File: config.mk
export PLATFORM = sky130hd
export DESIGN_NAME = rsas_seq
export DESIGN_NICKNAME = d
export VERILOG_FILES = /design/src/hw/rtl/rsas_pkg.sv /design/src/hw/rtl/rsas_seq.sv
export SDC_FILE = /design/constraint.sdc
export NUM_CORES = 1
export LEC_CHECK = 0
export ABC_CLOCK_PERIOD_IN_PS = 13200
export BUFFER_PORTS_ARGS = -buffer_cell sky130_fd_sc_hd__buf_4
export CAP_MARGIN = 20
export CORE_MARGIN = 4
export CORE_UTILIZATION = 59
export CTS_CLUSTER_SIZE = 25
export DETAILED_ROUTE_END_ITERATION = 12
export GPL_TIMING_DRIVEN = 1
export PLACE_DENSITY = 0.93
export SETUP_SLACK_MARGIN = 0.4
export SKIP_CTS_REPAIR_TIMING = 1
export SLEW_MARGIN = 20
export SYNTH_ARGS = -nofsm -noshare
export SYNTH_HDL_FRONTEND = slang
export SYNTH_SLANG_ARGS = --single-unit
export TNS_END_PERCENT = 100
File: constraint.sdc
create_clock -name clk -period 13.2 [get_ports clk]
set_input_delay 2.64 -clock clk [delete_from_list [all_inputs] [get_ports clk]]
set_output_delay 2.64 -clock clk [all_outputs]
set_load 0.02 [all_outputs]
File: src/hw/rtl/rsas_pkg.sv
// ----------------------------------------------------------------------------
// rsas_pkg
// Shared constants and types for the rotated sorted array search block.
// ----------------------------------------------------------------------------
package rsas_pkg;

    localparam int STORE_DEPTH = 1024;
    localparam int VALUE_W     = 32;
    localparam int IDX_W       = $clog2(STORE_DEPTH);
    localparam int CNT_W       = IDX_W + 1;

    localparam logic [1:0] MODE_APPEND = 2'd0;
    localparam logic [1:0] MODE_SEARCH = 2'd1;
    localparam logic [1:0] MODE_CLEAR  = 2'd2;

    localparam logic [1:0] ST_OK    = 2'd0;
    localparam logic [1:0] ST_FULL  = 2'd1;
    localparam logic [1:0] ST_EMPTY = 2'd2;

    localparam logic [CNT_W-1:0] CNT_ONE   = {{IDX_W{1'b0}}, 1'b1};
    localparam logic [CNT_W-1:0] CNT_DEPTH = CNT_W'(STORE_DEPTH);

    typedef struct packed {
        logic [1:0]       status;
        logic [IDX_W-1:0] found_index;
        logic             found;
    } res_t;

    typedef struct packed {
        logic               en;
        logic [IDX_W-1:0]   addr;
        logic [VALUE_W-1:0] data;
    } mem_wr_t;

endpackage

File: src/hw/rtl/rsas_seq.sv
// ----------------------------------------------------------------------------
// rsas_seq
// Sequencer for append, clear and search; a search runs a pivot search, then
// one or two binary searches, one store read per step.
// ----------------------------------------------------------------------------
module rsas_seq
(
    input  logic                          clk,
    input  logic                          rst_n,
    input  logic                          in_valid,
    input  logic [1:0]                    in_mode,
    input  logic [rsas_pkg::VALUE_W-1:0]  in_value,
    output logic                          in_ready,
    input  logic                          slot_free,
    output logic                          res_valid,
    output rsas_pkg::res_t                res,
    output rsas_pkg::mem_wr_t             mem_wr,
    output logic [rsas_pkg::IDX_W-1:0]    rd_addr,
    input  logic [rsas_pkg::VALUE_W-1:0]  rd_data
);

    localparam int CNT_W = rsas_pkg::CNT_W;
    localparam int IDX_W = rsas_pkg::IDX_W;
    localparam int VW    = rsas_pkg::VALUE_W;

    localparam logic [2:0] S_IDLE = 3'd0;
    localparam logic [2:0] S_PHI  = 3'd1;
    localparam logic [2:0] S_PCMP = 3'd2;
    localparam logic [2:0] S_BCMP = 3'd3;
    localparam logic [2:0] S_DONE = 3'd4;

    logic [2:0]       state_reg, state_next;
    logic [CNT_W-1:0] count_reg, count_next;
    logic [CNT_W-1:0] lo_reg, lo_next;
    logic [CNT_W-1:0] hi_reg, hi_next;
    logic [CNT_W-1:0] pivot_reg, pivot_next;
    logic             phase_reg, phase_next;
    logic [IDX_W-1:0] mid_reg, mid_next;
    logic [VW-1:0]    key_reg, key_next;
    logic [VW-1:0]    hi_val_reg, hi_val_next;
    rsas_pkg::res_t   res_reg, res_next;

    logic [CNT_W:0]   sum;
    logic [CNT_W-1:0] mid_inc;

    assign in_ready = (state_reg == S_IDLE);
    assign mid_inc  = {1'b0, mid_reg} + rsas_pkg::CNT_ONE;

    always_comb
    begin
        state_next  = state_reg;
        count_next  = count_reg;
        lo_next     = lo_reg;
        hi_next     = hi_reg;
        pivot_next  = pivot_reg;
        phase_next  = phase_reg;
        key_next    = key_reg;
        hi_val_next = hi_val_reg;
        res_next    = res_reg;
        res_valid   = 1'b0;
        mem_wr.en   = 1'b0;
        mem_wr.addr = count_reg[IDX_W-1:0];
        mem_wr.data = in_value;

        case (state_reg)
            S_IDLE:
            begin
                if (in_valid)
                begin
                    case (in_mode)
                        rsas_pkg::MODE_APPEND:
                        begin
                            res_next.found       = 1'b0;
                            res_next.found_index = '0;
                            if (count_reg < rsas_pkg::CNT_DEPTH)
                            begin
                                mem_wr.en       = 1'b1;
                                count_next      = count_reg + rsas_pkg::CNT_ONE;
                                res_next.status = rsas_pkg::ST_OK;
                            end
                            else
                            begin
                                res_next.status = rsas_pkg::ST_FULL;
                            end
                            state_next = S_DONE;
                        end
                        rsas_pkg::MODE_SEARCH:
                        begin
                            res_next.found       = 1'b0;
                            res_next.found_index = '0;
                            if (count_reg == '0)
                            begin
                                res_next.status = rsas_pkg::ST_EMPTY;
                                state_next      = S_DONE;
                            end
                            else
                            begin
                                res_next.status = rsas_pkg::ST_OK;
                                key_next        = in_value;
                                lo_next         = '0;
                                hi_next         = count_reg - rsas_pkg::CNT_ONE;
                                state_next      = S_PHI;
                            end
                        end
                        rsas_pkg::MODE_CLEAR:
                        begin
                            count_next = '0;
                        end
                        default:
                        begin
                        end
                    endcase
                end
            end
            S_PHI:
            begin
                hi_val_next = rd_data;
                if (hi_reg == '0)
                begin
                    pivot_next = '0;
                    lo_next    = '0;
                    hi_next    = count_reg;
                    phase_next = 1'b1;
                    state_next = S_BCMP;
                end
                else
                begin
                    state_next = S_PCMP;
                end
            end
            S_PCMP:
            begin
                if ($signed(rd_data) > $signed(hi_val_reg))
                begin
                    lo_next = mid_inc;
                end
                else
                begin
                    hi_next     = {1'b0, mid_reg};
                    hi_val_next = rd_data;
                end
                if (!(lo_next < hi_next))
                begin
                    pivot_next = lo_next;
                    if (lo_next == '0)
                    begin
                        hi_next    = count_reg;
                        phase_next = 1'b1;
                    end
                    else
                    begin
                        hi_next    = lo_next;
                        lo_next    = '0;
                        phase_next = 1'b0;
                    end
                    state_next = S_BCMP;
                end
            end
            S_BCMP:
            begin
                if (rd_data == key_reg)
                begin
                    res_next.found       = 1'b1;
                    res_next.found_index = mid_reg;
                    state_next           = S_DONE;
                end
                else
                begin
                    if ($signed(key_reg) < $signed(rd_data))
                    begin
                        hi_next = {1'b0, mid_reg};
                    end
                    else
                    begin
                        lo_next = mid_inc;
                    end
                    if (!(lo_next < hi_next))
                    begin
                        if (!phase_reg)
                        begin
                            phase_next = 1'b1;
                            lo_next    = pivot_reg;
                            hi_next    = count_reg;
                        end
                        else
                        begin
                            state_next = S_DONE;
                        end
                    end
                end
            end
            S_DONE:
            begin
                if (slot_free)
                begin
                    res_valid  = 1'b1;
                    state_next = S_IDLE;
                end
            end
            default:
            begin
                state_next = S_IDLE;
            end
        endcase

        // pivot phase: hi inclusive; search phase: hi exclusive
        sum = {1'b0, lo_next} + {1'b0, hi_next}
              - ((state_next == S_BCMP) ? {{CNT_W{1'b0}}, 1'b1} : {(CNT_W+1){1'b0}});
        mid_next = sum[IDX_W:1];
        rd_addr  = (state_next == S_PHI) ? hi_next[IDX_W-1:0] : mid_next;
    end

    always_ff @(posedge clk or negedge rst_n)
    begin
        if (!rst_n)
        begin
            state_reg <= S_IDLE;
            count_reg <= '0;
        end
        else
        begin
            state_reg <= state_next;
            count_reg <= count_next;
        end
    end

    always_ff @(posedge clk)
    begin
        lo_reg     <= lo_next;
        hi_reg     <= hi_next;
        pivot_reg  <= pivot_next;
        phase_reg  <= phase_next;
        mid_reg    <= mid_next;
        key_reg    <= key_next;
        hi_val_reg <= hi_val_next;
        res_reg    <= res_next;
    end

    assign res = res_reg;

endmodule

After elaboration in Yosys (flattened, before gate mapping) --
Index checks and enable logic that the tools add are counted.
Cells by class: add/subtract/negate cells 5, order comparisons 5, equal/unequal tests 18, multiplexer cells 67, bitwise logic cells 1, reductions and logical operators 17
Operator list (count):
- 11-bit 2-to-1 mux | 33
- 11-bit case mux with 4 select lines | 2
- 11-bit case mux with 2 select lines | 3
- 32-bit case mux with 2 select lines | 1
- 11-bit logical NOT | 3
- 32-bit equality test | 1
- 32-bit greater-than comparator | 1
- 32-bit less-than comparator | 1
- 32-bit 2-to-1 mux | 1
- 13-bit case mux with 2 select lines | 1
- 11-bit less-than comparator | 2
- 3-bit 2-to-1 mux | 7
- 2-bit inequality test, second input constant | 8
- 3-bit case mux with 5 select lines | 1
- 1-bit 2-to-1 mux | 14
- 4-bit AND reduction | 3
- 10-bit by 1-bit adder with 11-bit output, second input constant | 1
- 11-bit by 1-bit adder with 11-bit output, second input constant | 1
- 11-bit adder | 1
- 11-bit less-than comparator, second input constant | 1
- 11-bit by 1-bit subtractor with 11-bit output | 1
- 11-bit by 1-bit subtractor with 11-bit output, second input constant | 1
- 10-bit 2-to-1 mux | 1
- 3-bit by 2-bit equality test with 1-bit output, second input constant | 3
- 16 further kinds | 21
Word-level totals: register bits after elaboration 135, input port bits 70, output and inout bits 68, logic and storage cells 125

Depth between registers and ports, before layout --
Gate-level depths: netlist of run 1.
word-level depth 12, depth in mapped cells 43, gate-level depth less buffers 40

Worst setup path before layout of run 1 --
Ideal clock, no wire load.
path type input to output, start point input rd_data[13] (netlist name), end point output rd_addr[9] (netlist name), arrival time 9.802 ns, data required time 10.560 ns, setup slack 0.758 ns, cell stages on the path 42, path buffers 4, cell sequence inv_1 ha_1 a21o_1 a21o_1 a2111o_1 o31a_1 or2_0 mux2i_1 buf_2 buf_2 nor2_1 a21oi_1 ha_1 a21o_1 a21o_1 a21oi_1 o21ai_0 nand3_1 [6 not listed] nor2_1 a221oi_1 ha_1 inv_1 ha_1 nor2b_1 o21ai_0 a21oi_1 o21ai_0 nand2b_1 a21o_1 a21o_1 a21o_1 a21oi_1 xnor2_1 xnor2_1 xnor2_1 a21o_1
On the way: cells in the longest elaborated chain, start to end 12, elaborated cells between the ends (all ways) 38, classes of those cells add/sub (2); order compare (4); eq/ne (3); mux (28); reduce/logical (1)
RTL lines:
- start: declaration | line rsas_seq.sv:19 | input logic [rsas_pkg::VALUE_W-1:0] rd_data
- branches (longest 10 deep; another with 32-bit less-than comparator)
- 11-bit by 1-bit subtractor with 11-bit output * | line rsas_seq.sv:208 | - ((state_next == S_BCMP) ? {{CNT_W{1'b0}}, 1'b1} : {(CNT_W+1){1'b0}});
- via sum[10] | line rsas_seq.sv:43 | logic [CNT_W:0] sum;
- 10-bit 2-to-1 mux * | line rsas_seq.sv:210 | rd_addr = (state_next == S_PHI) ? hi_next[IDX_W-1:0] : mid_next;
- end: declaration | line rsas_seq.sv:18 | output logic [rsas_pkg::IDX_W-1:0] rd_addr,
Mark *: on every way through the listed nets, which the timed path passes. The select of a mux whose other input is x is not followed.

Worst setup path after layout of run 1 --
start point input rd_data[23] (netlist name), end point output rd_addr[9] (netlist name)
Same word-level chain as after synthesis.

==> results of run 1 <==
[worst paths after layout]
| path | to | from | slack [ns] |
|---|---|---|---|
| max reg2reg | mid_reg[9]$_DFF_P_ | hi_val_reg[25]$_DFFE_PP_ | 5.77 |
| min in group asynchronous | state_reg[1]$_DFF_PN0_ | rst_n | 2.06 |
| max | rd_addr[9] | rd_data[23] | 0.52 |
| max in group asynchronous | count_reg[6]$_DFFE_PN0P_ | rst_n | 10.94 |
| min | lo_reg[2]$_DFF_P_ | lo_reg[2]$_DFF_P_ | 0.58 |
| min reg2reg | lo_reg[2]$_DFF_P_ | lo_reg[2]$_DFF_P_ | 0.58 |
[final cells by class]
cell class                 instances  area, µm²  area share [%]
clock buffer                      19        433            3.61
clock inverter                    13        204            1.70
inverter                         124        465            3.88
multi-input combinational        741       5530            46.1
sequential                       135       3660            30.6
tap                              220        275            2.30
timing repair buffer             185       1420            11.8
[cells by family after synthesis]
| logic type | after synthesis | share of synthesized area [%] |
|---|---|---|
| fa+ha+maj | 107 | 13.6 |
| buf+inv | 211 | 9.66 |
| xor+xnor | 35 | 3.09 |
| simple gates | 303 | 15.6 |
| compound gates | 252 | 16.5 |
| mux | 44 | 4.53 |
| flops | 135 | 37.0 |
[tightest hold or removal path, cell delays in order (launching register included)]
cell and delay, ns:
dfxtp_1 0.39, a221oi_2 0.11, inv_1 0.05
[layer usage]
metal	up-vias	wire, µm
met5	-	0
met2	770	15100
li1	4110	-
met3	174	4070
met1	4459	11700
met4	0	1520
[Yosys cell counts, types with 7 or more instances]
library cell    n
inv_1         122
ha_1          105
edfxtp_1       89
a21oi_1        85
nor2_1         74
nand2_1        73
o21ai_0        54
buf_4          42
clkbuf_1       37
mux2i_1        37
dfxtp_1        32
and3_1         28
nand4_1        23
xnor2_1        19
nand3_1        17
xor2_1         16
a21o_1         14
dfrtp_1        14
nor3_1         14
nand2b_1       13
nor4_1         13
and2_1         12
o22ai_1        11
a221oi_1       10
nor2b_1        10
o221ai_1        8
mux2_2          7
[through the flow]
stage	worst slack, ns	utilization (%)
CTS	0.269	70.5
global route	0.191	72.6
global placement	0.612	66.7
floorplan	0.758	-
finish	0.521	72.6
detailed placement	0.400	66.7
==> impl_results.md, run 1 <==
- Largest cells by area after synthesis: edfxtp_1, ha_1, dfxtp_1
- Period utilisation layout: 96.1%
- Synthesized flop and latch total: 135
- RSZ-0062 raised after global routing: false
- Most common cell after layout, fill and taps aside: buf_4
- Post-layout instance area: 12000 µm²
- Routed Antenna Nets: 0
- Buf/Inv on CP: 7
- Leading area contributor after synthesis: edfxtp_1
- Most frequent cells in the layout: buf_4, inv_1, ha_1
- Met3 Resource Use GR: 8.62%
- CTS sink cnt: 135
- Placed Instances: 1393
- Initial antenna violation count: 0
- Crit-path most repeated cell: buf_4
- Fmax: 0.0789 GHz
- Met1 GRT Util: 41.2%
- Synth cell types: 79
- Placed inst area: 11000 µm²
- Fin crit period: 12.68 ns
- Full die area: 18900 µm²
- Grt ovf: 0
- CP Class: input pin to output pin
- Top Ports: 138
- Clock latency at the later pin of the worst-skew pair: 0.44 ns
- TritonCTS buffer count: 17
- Final setup fails: 0
- Reg2Reg Depth: 40
- CTS root buffer: clkbuf_16
- Row Count: 47
- Hold Path Stages: 2
- Nets: 1380
- Die height: 138 µm
- Clock transition at the registers of the reported paths: 0.05 ns
- Total negative setup slack: 0 ns
- WL/cell: 22.5 µm
- Residual DRC: 0
- Seq/Total Area, Yosys: 37.0%
- Fillers: 1101
- Die Wd: 138 µm
- Syn. warnings: 0
- Slowest cell on the critical path: o31a_4
- Vias in the first global route: 8773
- DR iter-0 viols: 1410
- GR peak layer: met2
- Average size of a mapped cell: 9.12 µm²
- DP HPWL: 23.1 mm
- Post-route insts no fill: 1437
- Total GRT Usage: 32.1%
- Ant diodes: 0
- Hold WC Path Type: flop to flop
- Max_cap viols: 0
- Largest net degree at the start of global routing: 39
- H-tree depth: 4
- Layout cells sized above 1: 22.4%
- Critical path launch point type: input pin
- Core Area: 16500 µm²
- Status: complete, no violations
- First-pass GRT wire length: 46.5 mm
- Initial core utilization: 60.0%
- Main synth FF type: edfxtp_1
- Worst Path Max Fanout: 9
- Crit-path leading delay family: compound AO/OA/AOI/OAI gates
- Setup Skew: 0.0130 ns
- Vias post-DR: 9513
- Total wire length: 32.4 mm
- Initial DRT Pass Iterations: 6
- Synth-to-Final Area Change: 21.0%
- Worst slew margin: 35.9%
- CTS max path bufs: 2
- Buffers added on ports: 137
- Cell Area, Synth: 9910 µm²
- Endpoint class of the critical path: output pin
- CP max stage delay: 0.40 ns
- Hold Fails Final Rpt: 0
- Max-slew violations: 0
- RePlAce Congestion: 1.04
- Post-synth EDFFs: 89
- DR vias/cell: 6.62
- WP data required: 10.56 ns
- Slew @ Worst Pin: 0.954 ns
- Critical Path Stages: 41
- Mapped Cells: 1087
- Crit path arrival time: 10.04 ns
- Net Count, Synth: 1263
- CTS tree: done
- Synth top area share: 27.0%
- Fin Hold WS: 0.577 ns
- Synth async-reset ratio: 10.4%
- Grt met2 use: 52.4%
Power of run 1 is left out: the tool's default activity adds up to more than one toggle a clock period on the data nets, which glitch-free logic cannot reach.
==> run 2: changes to the inputs <==
Settings changed: ABC_CLOCK_PERIOD_IN_PS 13200 to 14300.
Clock period 13.2 ns to 14.3 ns, I/O delays scaled along.
==> run 2 against run 1 <==
Compared with the run above:
- first-iteration DRC count up 21%
- flip-flop and latch count unchanged
- register-to-register slack better by 0.61 ns
- setup slack better by 0.21 ns
- via count down 3.3%
- non-clock buffer count down 27
- sequential share of layout area up 1.1 points
==> impl_results.md, run 2 (same netlist as run 1, synthesis figures left out) <==
- Die height: 138 µm
- Ant diodes: 0
- TritonCTS buffer count: 17
- Hold Fails Final Rpt: 0
- Buf/Inv on CP: 6
- Most frequent cells in the layout: buf_4, inv_1, ha_1
- Top Ports: 138
- Worst Path Max Fanout: 15
- Worst slew margin: 32.5%
- Fin crit period: 13.57 ns
- Die Wd: 138 µm
- Total GRT Usage: 31.9%
- Vias in the first global route: 8694
- Slowest cell on the critical path: ha_2
- Period utilisation layout: 94.9%
- CTS max path bufs: 2
- CTS tree: done
- Most common cell after layout, fill and taps aside: buf_4
- Total wire length: 30.7 mm
- H-tree depth: 4
- Residual DRC: 0
- Post-route insts no fill: 1409
- CTS root buffer: clkbuf_16
- DP HPWL: 22.2 mm
- Nets: 1353
- RSZ-0062 raised after global routing: false
- Placed Instances: 1370
- DR iter-0 viols: 1704
- Crit path arrival time: 10.71 ns
- Critical path launch point type: input pin
- Initial core utilization: 60.0%
- Row Count: 47
- Setup Skew: 0.0106 ns
- Endpoint class of the critical path: output pin
- Crit-path leading delay family: compound AO/OA/AOI/OAI gates
- Initial DRT Pass Iterations: 8
- Core Area: 16500 µm²
- Full die area: 18900 µm²
- Buffers added on ports: 137
- Clock latency at the later pin of the worst-skew pair: 0.43 ns
- CTS sink cnt: 135
- First-pass GRT wire length: 46.4 mm
- Status: complete, no violations
- Routed Antenna Nets: 0
- Max-slew violations: 0
- RePlAce Congestion: 1.07
- Clock transition at the registers of the reported paths: 0.06 ns
- Max_cap viols: 0
- Largest net degree at the start of global routing: 39
- Grt ovf: 0
- WP data required: 11.44 ns
- Fin Hold WS: 0.585 ns
- Layout cells sized above 1: 19.0%
- CP max stage delay: 0.51 ns
- Hold WC Path Type: flop to flop
- Synth-to-Final Area Change: 16.6%
- Fmax: 0.0737 GHz
- WL/cell: 21.8 µm
- Initial antenna violation count: 0
- Total negative setup slack: 0 ns
- CP Class: input pin to output pin
- DR vias/cell: 6.53
- Slew @ Worst Pin: 1.00 ns
- Final setup fails: 0
- Vias post-DR: 9202
[run 2: final timing paths]
check / start / to / slack [ns] / depth (start not counted)
max in group asynchronous: rst_n / state_reg[2]$_DFF_PN0_ / 11.86 / 1
min in group asynchronous: rst_n / count_reg[10]$_DFFE_PN0P_ / 2.27 / 1
min reg2reg: hi_reg[3]$_DFF_P_ / hi_reg[3]$_DFF_P_ / 0.59 / 1
min: hi_reg[3]$_DFF_P_ / hi_reg[3]$_DFF_P_ / 0.59 / 1
max: rd_data[31] / rd_addr[9] / 0.73 / 39
max reg2reg: hi_val_reg[31]$_DFFE_PP_ / mid_reg[9]$_DFF_P_ / 6.38 / 37
[run 2: area by class of cell]
type | count | area, µm²
Clock inverter | 13 | 131
Clock buffer | 18 | 429
Multi-Input combinational cell | 741 | 5380
Tap cell | 220 | 275
Fill cell | 1161 | 4970
Inverter | 124 | 465
Timing Repair Buffer | 158 | 1210
Sequential cell | 135 | 3660
[run 2: metrics by stage]
step / worst slack [ns] / utilization, % / cell area (µm²)
floorplan: 1.42 / - / 9910
global placement: 0.810 / 65.6 / 10800
detailed placement: 0.556 / 65.6 / 10800
CTS: 0.442 / 69.0 / 11400
global route: 0.335 / 69.9 / 11600
finish: 0.732 / 69.9 / 11600
[run 2: worst register-to-register path: cells and delay by family (launching register included)]
| kind | cells | cell delay, ns |
|---|---|---|
| compound gates | 17 | 3.22 |
| mux | 1 | 0.38 |
| fa+ha+maj | 4 | 1.37 |
| flops | 1 | 0.33 |
| buf+inv | 5 | 0.67 |
| simple gates | 7 | 1.39 |
| xor+xnor | 3 | 0.50 |
[run 2: per-layer routing]
layer / share of wire, % / global-route usage, % / vias up / wire (µm)
met4: 4.3 / 12.0 / 0 / 1330
met1: 37 / 42.5 / 4228 / 11400
met2: 46 / 51.1 / 754 / 14000
met3: 13 / 6.50 / 155 / 3910
met5: 0 / 0 / - / 0
li1: - / - / 4065 / -
Power of run 2 is left out for the same reason.
